**src/hdl/ptla_pkg.sv**
```systemverilog
package ptla_pkg;

    localparam int LINE_REGS     = 4;
    localparam int NUM_LINES_DEF = 4;
    localparam int IDX_W         = $clog2(LINE_REGS);
    localparam int COORD_W       = 16;
    localparam int PROD_W        = 2 * COORD_W;
    localparam int SUM_W         = PROD_W + 2;
    localparam int DIST_W        = 32;
    localparam int FRAC_SHIFT    = 14;
    localparam int INTERVAL_W    = 16;
    localparam int MODE_W        = 3;
    localparam int CFG_ADDR_W    = 3;
    localparam int CFG_DATA_W    = 48;

    localparam logic [CFG_ADDR_W-1:0] REG_LINE_ZERO  = 3'd0;
    localparam logic [CFG_ADDR_W-1:0] REG_LINE_ONE   = 3'd1;
    localparam logic [CFG_ADDR_W-1:0] REG_LINE_TWO   = 3'd2;
    localparam logic [CFG_ADDR_W-1:0] REG_LINE_THREE = 3'd3;
    localparam logic [CFG_ADDR_W-1:0] REG_INTERVAL   = 3'd4;
    localparam logic [CFG_ADDR_W-1:0] REG_MODE       = 3'd5;

    localparam logic [INTERVAL_W-1:0] INTERVAL_RESET = 16'd16;
    localparam logic [MODE_W-1:0]     MODE_NEAREST   = 3'd0;

    typedef logic signed [COORD_W-1:0] coord_t;
    typedef logic [DIST_W-1:0]         dist_t;
    typedef logic [IDX_W-1:0]          idx_t;
    typedef logic [LINE_REGS-1:0]      mask_t;

    // a in the low bits, c in the high bits
    typedef struct packed {
        coord_t c;
        coord_t b;
        coord_t a;
    } line_t;

endpackage

```
**src/hdl/ptla_pick.sv**
```systemverilog
module ptla_pick
    import ptla_pkg::*;
#(
    parameter int SCAN_LINES = NUM_LINES_DEF
)
(
    input  logic                  clk,
    input  logic                  rst_n,
    input  logic [INTERVAL_W-1:0] interval,
    input  logic [MODE_W-1:0]     mode,
    input  logic                  in_valid,
    output logic                  in_ready,
    input  coord_t                in_x,
    input  coord_t                in_y,
    input  dist_t                 in_dist [LINE_REGS],
    output logic                  out_valid,
    input  logic                  out_ready,
    output coord_t                out_x,
    output coord_t                out_y,
    output mask_t                 out_mask,
    output logic [MODE_W-1:0]     out_count
);

    localparam mask_t PRESENT = mask_t'((1 << SCAN_LINES) - 1);

    logic   c_v_reg;
    coord_t c_x_reg;
    coord_t c_y_reg;
    mask_t  within_reg;
    mask_t  within_next;
    idx_t   lo_idx_reg;
    idx_t   lo_idx_next;
    dist_t  lo_dist_reg;
    idx_t   hi_idx_reg;
    idx_t   hi_idx_next;
    dist_t  hi_dist_reg;

    logic              d_v_reg;
    coord_t            d_x_reg;
    coord_t            d_y_reg;
    mask_t             mask_reg;
    mask_t             mask_next;
    logic [MODE_W-1:0] count_reg;
    logic [MODE_W-1:0] count_next;

    logic en_c;
    logic en_d;

    assign en_d     = !d_v_reg || out_ready;
    assign en_c     = !c_v_reg || en_d;
    assign in_ready = en_c;

    always_ff @(posedge clk or negedge rst_n)
    begin
        if (!rst_n)
        begin
            c_v_reg <= 1'b0;
            d_v_reg <= 1'b0;
        end
        else
        begin
            if (en_c)
                c_v_reg <= in_valid;
            if (en_d)
                d_v_reg <= c_v_reg;
        end
    end

    // stage C: interval flags, pairwise minimum (tie to higher index)
    always_comb
    begin
        logic [DIST_W-1:0] limit;
        limit = DIST_W'({interval, FRAC_SHIFT'(0)});
        for (int i = 0; i < LINE_REGS; i++)
            within_next[i] = PRESENT[i] && (in_dist[i] <= limit);
        lo_idx_next = (in_dist[0] < in_dist[1]) ? idx_t'(0) : idx_t'(1);
        if (!PRESENT[3] || (in_dist[2] < in_dist[3]))
            hi_idx_next = idx_t'(2);
        else
            hi_idx_next = idx_t'(3);
    end

    always_ff @(posedge clk)
    begin
        if (en_c && in_valid)
        begin
            c_x_reg     <= in_x;
            c_y_reg     <= in_y;
            within_reg  <= within_next;
            lo_idx_reg  <= lo_idx_next;
            lo_dist_reg <= in_dist[lo_idx_next];
            hi_idx_reg  <= hi_idx_next;
            hi_dist_reg <= in_dist[hi_idx_next];
        end
    end

    // stage D: final choice
    always_comb
    begin
        logic [MODE_W-1:0] taken;
        idx_t              best;
        mask_next  = '0;
        count_next = '0;
        taken      = '0;
        if (mode == MODE_NEAREST)
        begin
            if (!PRESENT[2] || (lo_dist_reg < hi_dist_reg))
                best = lo_idx_reg;
            else
                best = hi_idx_reg;
            mask_next  = mask_t'(1) << best;
            count_next = MODE_W'(1);
        end
        else
        begin
            best = '0;
            for (int j = LINE_REGS - 1; j >= 0; j--)
            begin
                if (within_reg[j] && (taken < mode))
                begin
                    mask_next[j] = 1'b1;
                    taken        = taken + MODE_W'(1);
                end
            end
            count_next = taken;
        end
    end

    always_ff @(posedge clk)
    begin
        if (en_d && c_v_reg)
        begin
            d_x_reg   <= c_x_reg;
            d_y_reg   <= c_y_reg;
            mask_reg  <= mask_next;
            count_reg <= count_next;
        end
    end

    assign out_valid = d_v_reg;
    assign out_x     = d_x_reg;
    assign out_y     = d_y_reg;
    assign out_mask  = mask_reg;
    assign out_count = count_reg;

endmodule

```
**config.mk**
```make
export PLATFORM = sky130hd
export DESIGN_NAME = ptla_pick
export DESIGN_NICKNAME = d
export VERILOG_FILES = /design/src/hdl/ptla_pkg.sv /design/src/hdl/ptla_pick.sv
export SDC_FILE = /design/constraint.sdc
export NUM_CORES = 1
export LEC_CHECK = 0
export ABC_CLOCK_PERIOD_IN_PS = 3900
export BUFFER_PORTS_ARGS = -buffer_cell sky130_fd_sc_hd__buf_4
export CAP_MARGIN = 30
export CELL_PAD_IN_SITES_DETAIL_PLACEMENT = 1
export CELL_PAD_IN_SITES_GLOBAL_PLACEMENT = 2
export CORE_ASPECT_RATIO = 1.1
export CORE_UTILIZATION = 35
export CTS_CLUSTER_SIZE = 28
export DETAILED_ROUTE_END_ITERATION = 8
export HOLD_SLACK_MARGIN = 0.05
export PLACE_DENSITY_LB_ADDON = 0.12
export SLEW_MARGIN = 20
export SYNTH_ARGS = -nofsm -noshare
export SYNTH_HDL_FRONTEND = slang
export SYNTH_SLANG_ARGS = --single-unit
```
**constraint.sdc**
```tcl
create_clock -name clk -period 3.9 [get_ports clk]
set_input_delay 0.195 -clock clk [delete_from_list [all_inputs] [get_ports clk]]
set_output_delay 0.195 -clock clk [all_outputs]
set_load 0.01 [all_outputs]
```
==> results of run 1 <==
routing by layer:
metal  wire [µm]  track usage (%)  vias to the layer above
met5           0                0                        -
met4         580             6.92                        0
met3         902             2.82                       35
met2       13100             34.0                      179
met1       12600             26.3                     3440
li1            -                -                     3603
final cells by class:
class                   count  area, µm²  area share, %
clock buffers              17        425           3.39
clock inverters            15        189           1.51
inverters                 123        462           3.68
multi-input cells         530       4680           37.3
flip-flops and latches    143       4280           34.1
well taps                 352        440           3.51
repair buffers            263       2070           16.5
cell families after synthesis:
family	count (synthesis)
compound gates	149
xor+xnor	4
fa+ha+maj	161
buf+inv	130
flops	143
mux	64
simple gates	152
worst max-delay path: cells and delay by family, from the launching register on:
kind	cells	cell delay (ps)
and+or+nand+nor	6	860
DFF	1	350
adders and majority gates	2	610
AOI/OAI and AO/OA	4	1170
buffers and inverters	1	130
xor gates and xnor gates	1	180
cell usage in the layout, fill, tap and decap left out, types with 6 or more instances in the layout:
master	synthesis	routed
a2111oi_0	9	9
a211oi_1	7	7
a21o_1	19	19
a21oi_1	40	40
buf_4	0	227
clkbuf_16	0	17
clkinv_8	0	6
dlygate4sd3_1	0	35
edfxtp_1	141	141
ha_1	161	161
inv_1	123	123
mux2_2	60	60
nand2_1	24	24
nand2b_1	12	12
nand3_1	10	10
nand4_1	32	32
nor2_1	13	13
nor2b_1	11	11
nor3_1	10	10
nor4_1	14	14
o21a_1	7	7
o21ai_0	26	26
o31ai_1	6	6
metrics by stage:
stage	setup WS (ps)	power (mW)	cell area, µm²	instances
global placement	264	2.88	11600	1376
CTS	283	4.58	12600	1443
detailed placement	207	2.90	11600	1376
finish	429	4.53	12600	1443
global route	46.2	4.76	12600	1443
floorplan	433	2.47	9460	803
worst max-delay path by stage:
stage	cells past startpoint	slack [ps]	end	from
2_1_floorplan	2	430	c_x_reg[0]	out_valid
3_3_place_gp	15	260	out_count[1]	mode[1]
3_5_place_dp	15	210	out_count[1]	mode[1]
4_1_cts	14	280	out_count[1]	within_reg[3]
5_1_grt	14	50	out_count[1]	within_reg[3]
6_report	14	430	out_count[1]	within_reg[3]
power by group through the flow:
stage	registers, mW	logic (mW)	clock network (mW)
after global placement	1.92	0.963	0
after floorplan	1.93	0.536	0
final	1.89	1.00	1.64
after detailed placement	1.92	0.973	0
after global routing	1.91	1.12	1.73
after CTS	1.89	1.02	1.67
what timing repair did:
action	in CTS	in global routing
hold buffers	35	0
endpoints found under the setup margin	0	1
hold endpoints to repair	36	0
gates resized for setup	0	0
==> results.md, run 1 <==
* Compound-Gate Fraction of Synth Area at between 10% and 20%
* Starting density of the core at 36.0%
* Fraction of the mapped netlist area in adder cells at a little over a fifth
* Sequential Power Share at a little over two fifths
* Std cell rows at 62
* Count leader, synth: ha_1
* Reg-to-reg endpoint: out_count[1]
* Die Ht at around 170 µm
* Worst endpoint data arrival time at between 3000 and 4000 ps
* DRT Pass-1 Iters at 4
* Tmin final at approximately 3500 ps
* Hold Slack at about 73 ps
* CTS Buf Count at 17
* Int Pwr at roughly 3.2 mW
* Static leakage at around 5.7 nW
* Register-to-register setup slack at between 400 and 500 ps
* Post-DP HPWL at ~21000 µm
* Comb power frac at approximately 22%
* Post-synth EDFFs at 141
* Die area at between 20000 and 30000 µm²
* CP cell instances: nor2b_1 > o31ai_1 > inv_1 > ha_1 > xor2_1 > nor3_2 > nor2_1 > and3_1 > ha_1 > nand2b_1 > a211oi_2 > nor4b_4 > a21o_1 > a311oi_1
* FF+latch count, synth at approximately 140
* Port Buffer Count at around 220
* WL/cell at 18.8 µm
* Nets at roughly 1400
* H-tree depth at 4
* Slowest cell on crit path: o31ai_1
* CP endpoint kind: register
* Initial antenna violation count at 0
* Main combinational cell family by area after synthesis: adder cells
* Final setup viols at 0
* Sequential element share of the synthesized area at between 40% and 50%
* Yosys warns at 0
* RSZ-0062 raised after global routing: no
* Routed Antenna Nets at 0
* F_max at about 0.29 GHz
* Residual DRC at 0
* CTS tree: done
* Clock slew at the register clock pins of the worst setup and hold paths at around 70 ps
* Count of distinct cell types in the synthesized netlist at 55
* Asr flop ratio synth at 1.40%
* # diodes at 0
* Total Wirelength at between 20000 and 30000 µm
* Clock network power share at a little over a third
* Ys flop type: edfxtp_1
* Cell Area, Synth at 9460 µm²
* Clock buffer depth at 2
* Reg2Reg Launch Point: within_reg[3]
* Synth top area share at 44.7%
* Critical Path RT at roughly 4200 ps
* Area growth from synthesis to layout at 32.6%
* Post-CTS Setup Inserts at 0
* Mux contribution to synthesized area at approximately 7.6%
* Most frequent cells after synthesis: 161 x ha_1, 141 x edfxtp_1, 123 x inv_1
* Critical Path Fanout Max at 6
* Max Cap Violations at 0
* Via count at ~7300
* Max Clock Skew at 10.9 ps
* First-pass GRT wire length at between 40000 and 50000 µm
* Number of vias per cell at between 5 and 6
* Switching power at around 1.3 mW
* Delay of the slowest critical-path stage at around 370 ps
* Switching Share at 29.1%
* Synthesized Nets at approximately 1100
* Number of global-route vias before repair at between 7000 and 8000
* Worst Setup Start Kind: register
* Period utilisation layout at 89.0%
* Relative slew margins at between 40% and 50%
* GRT Util Overall at 20.1%
* Clock latency on the worst-skew pair at approximately 430 ps
* Worst Hold Depth at 2
* Post-Synth XOR/XNOR Area at less than 1%
* Simple-gate portion of the synthesized area at 9.49%
* Final setup TNS at 0 ps
* Critical hold path startpoint: in_dist[2]
* Root Buffer: clkbuf_16
* Placeable core area at around 26000 µm²
* Worst Path Class, Setup: register to register
* Status: completed
* I/O pins at roughly 220
* Hold Path End: hi_dist_reg[2]
* GR Overflow Total at 0
* Max VDD drop at roughly 0.30 mV
* Fillers at ~2900
* Final core occ at a little under half
* Reg2reg path depth at 14
* PwrDens at 361 nW/µm²
* Crit path top cell by count: ha_1
* Most area-consuming cells after synthesis: edfxtp_1 45%, ha_1 21%, mux2_2 7.1%, inv_1 4.9%, a21oi_1 2.1%
* Fin. Hold Viols at 0
* Post-Syn Instances at 803
* DIE WIDTH at about 160 µm
* Starting DRT DRC Count at ~220
* Max-slew violation count at 0
* Routability Congestion at 0.850
* Slew at the pin closest to its max-slew limit at approximately 870 ps
* Layout cells sized above 1 at 30.7%
* Largest net degree at the start of global routing at 61
* Post-synth top area cell: edfxtp_1
* Synthesized area per cell at roughly 12 µm²
* CTS Sinks at around 140
* HP Class: input port to register
Note: power is estimated with default switching activity, not from simulation.
==> run 2: changes to the inputs <==
- ABC_AREA: not set -> 1
- CORE_UTILIZATION: 35 -> 33
==> run 2 against run 1 <==
Effect of this change: the flow now finishes with violations (design-rule violations); sequential power rose by 3%; critical path depth up 7; critical endpoint is now out_count[2]; via count is 10% higher; cell count rose by 16%; worst setup slack improved by 650 ps; synthesized cell count increased by 27%; total power is 2.0% higher; flip-flop and latch count is the same; wire length up 2.4%; core utilization is 3.2 points lower.
==> results.md, run 2 <==
* Status: complete, but fails checks
* Failing checks: design-rule violations
* Relative slew margins at 50.6%
* Max Cap Violations at 0
* Clock buffer depth at 2
* Worst Setup Start Kind: input port
* CTS Sinks at between 100 and 150
* Post-CTS Setup Inserts at 0
* Worst Path Class, Setup: input port to register
* # diodes at 0
* Leading cell type in the layout, fill and taps excluded: nand2_1
* Routed Antenna Nets at 0
* Final setup TNS at 0 ps
* Synthesized area per cell at 9.50 µm²
* Top delay family on crit path: simple AND/OR/NAND/NOR gates
* Reg2reg path depth at 18
* Sequential element share of the synthesized area at between 40 and 50%
* Port Buffer Count at roughly 220
* Most frequent cells after synthesis: 233 x nand2_1, 161 x ha_1, 153 x inv_1
* Layout cells sized above 1 at roughly 22%
* DRT Pass-1 Iters at 6
* WL/cell at 16.6 µm
* CTS tree: done
* Ys flop type: edfxtp_1
* Worst Hold Depth at 3
* RSZ-0062 raised after global routing: no
* Initial antenna violation count at 0
* Post-synth EDFFs at 141
* Fin. Hold Viols at 0
* Residual DRC at 30
* Worst endpoint data arrival time at around 3000 ps
* PwrDens at 361 nW/µm²
* Starting density of the core at between 30% and 40%
* Slew at the pin closest to its max-slew limit at between 700 and 800 ps
* Delay of the slowest critical-path stage at around 430 ps
* Post-synth top area cell: edfxtp_1
* Die area at ~30000 µm²
* CP endpoint kind: register
* Total Wirelength at 27900 µm
* Via count at approximately 8000
* Final setup viols at 0
* Sequential cell area at about 4300 µm²
* I/O pins at between 200 and 250
* Period utilisation layout at around 72%
* Post-Syn Instances at roughly 1000
* First-pass GRT wire length at between 40000 and 50000 µm
* Number of vias per cell at around 4.8
* Die Ht at approximately 180 µm
* Synth top area share at between 40% and 50%
* DIE WIDTH at between 150 and 200 µm
* Count leader, synth: nand2_1
* Max VDD drop at approximately 0.27 mV
* F_max at about 0.35 GHz
* Area growth from synthesis to layout at 32.4%
* Clock latency on the worst-skew pair at between 400 and 500 ps
* Crit path top cell by count: inv_1
* Std cell rows at 65
* Multi-input gate area at around 4700 µm²
* Placeable core area at about 29000 µm²
* CTS Buf Count at 17
* Critical Path RT at about 4000 ps
* Yosys warns at 0
* Starting DRT DRC Count at roughly 340
* Largest net degree at the start of global routing at 56
* Fillers at between 3000 and 4000
* H-tree depth at 4
* Tmin final at 2820 ps
* Asr flop ratio synth at 1.40%
* Most area-consuming cells after synthesis: edfxtp_1 44%, ha_1 21%, nand2_1 9.0%, inv_1 5.9%, nand3_1 4.6%
* Static leakage at roughly 6.2 nW
* Clock slew at the register clock pins of the worst setup and hold paths at ~60 ps
* Cell Area, Synth at just under 10000 µm²
* CP cell instances: buf_4 > nor2_2 > inv_1 > nor2_1 > nor2_1 > inv_1 > ha_1 > inv_1 > a21oi_1 > nand2_2 > nand2_4 > inv_1 > nand3_1 > inv_1 > ha_1 > nand4_1 > nand2_1 > inv_2 > nand3_2 > nand2_1 > a21oi_1
* Count of distinct cell types in the synthesized netlist at 37
* Number of global-route vias before repair at approximately 8300
* Max-slew violation count at 0
* Stages on worst setup path at 21
* Critical Path Fanout Max at 8
* GR Overflow Total at 0
* Post-CTS Resized at 0
* Synthesized Nets at ~1400
* GRT Util Overall at ~19%
* Slowest cell on crit path: nor2_1
* Layout Cells excl Fill at ~1700
* FF+latch count, synth at 143
* HP Class: input port to register
* Routability Congestion at 0.831
* Cts hold-fix bufs at 46
* Most frequent cells in the layout: 233 x nand2_1, 227 x buf_4, 161 x ha_1, 152 x inv_1, 141 x edfxtp_1
* Buffer and inverter count on the worst path at 7
* Placed Cells at about 1600
* Post-DP HPWL at approximately 23000 µm
* Nets at roughly 1600
* Max Clock Skew at about 11 ps
* Root Buffer: clkbuf_16
run 2: changes by cell type in the layout (fill, tap and decap cells not counted), moves of 17 or more:
cell	previous run	this run
a21o_1	19	2
nand2_1	24	233
a21oi_1	40	81
nand3_1	10	89
mux2_2	60	0
inv_1	123	152
run 2: metal layers:
| metal | GRT usage, % | up-vias | wire length (µm) |
|---|---|---|---|
| met1 | 25.8 | 3699 | 13200 |
| li1 | - | 4115 | - |
| met3 | 2.92 | 26 | 1010 |
| met2 | 32.2 | 159 | 13200 |
| met5 | 0 | - | 0 |
| met4 | 5.50 | 0 | 494 |
run 2: final timing paths:
check	slack, ps	startpoint	to
max	1080	mode[1]	out_count[2]
min	70	in_dist[66]	lo_dist_reg[2]
max reg2reg	1130	within_reg[3]	out_count[2]
min reg2reg	420	c_x_reg[0]	out_x[0]
max in group asynchronous	3720	rst_n	out_valid
min in group asynchronous	90	rst_n	c_v_reg
run 2: tightest hold or removal path: cells and delay by family:
family        cells  cell delay, ps
buf+inv           1              90
simple gates      2             100
run 2: kinds of logic after synthesis:
family / share of synthesized area [%]
AOI/OAI and AO/OA: 7.77
xor gates and xnor gates: 0.0905
adders and majority gates: 20.8
buffers and inverters: 7.33
DFF: 44.3
and+or+nand+nor: 19.7
run 2: through the flow:
step	hold WS (ps)	area (µm²)	total power [mW]	setup WS [ps]	util [%]
finish	67.0	12800	4.63	1080	44.5
global route	63.3	12800	4.91	780	44.5
CTS	50.1	12800	4.70	1070	44.5
detailed placement	-20.8	11800	3.05	613	40.9
global placement	-21.0	11700	3.02	703	40.8
floorplan	-101	9680	2.58	764	-
run 2: final cells by class:
class,count,share of cell area (%)
Multi-Input combinational cell,703,36.6
Sequential cell,143,33.4
Timing Repair Buffer,275,17.3
Inverter,155,4.56
Tap cell,368,3.59
Clock buffer,17,3.32
Clock inverter,14,1.18
run 2: power breakdown:
| group | internal, mW | switching, mW | total, mW |
|---|---|---|---|
| Combinational | 0.478 | 0.616 | 1.09 |
| Clock | 0.897 | 0.687 | 1.58 |
| Sequential | 1.89 | 0.0546 | 1.95 |
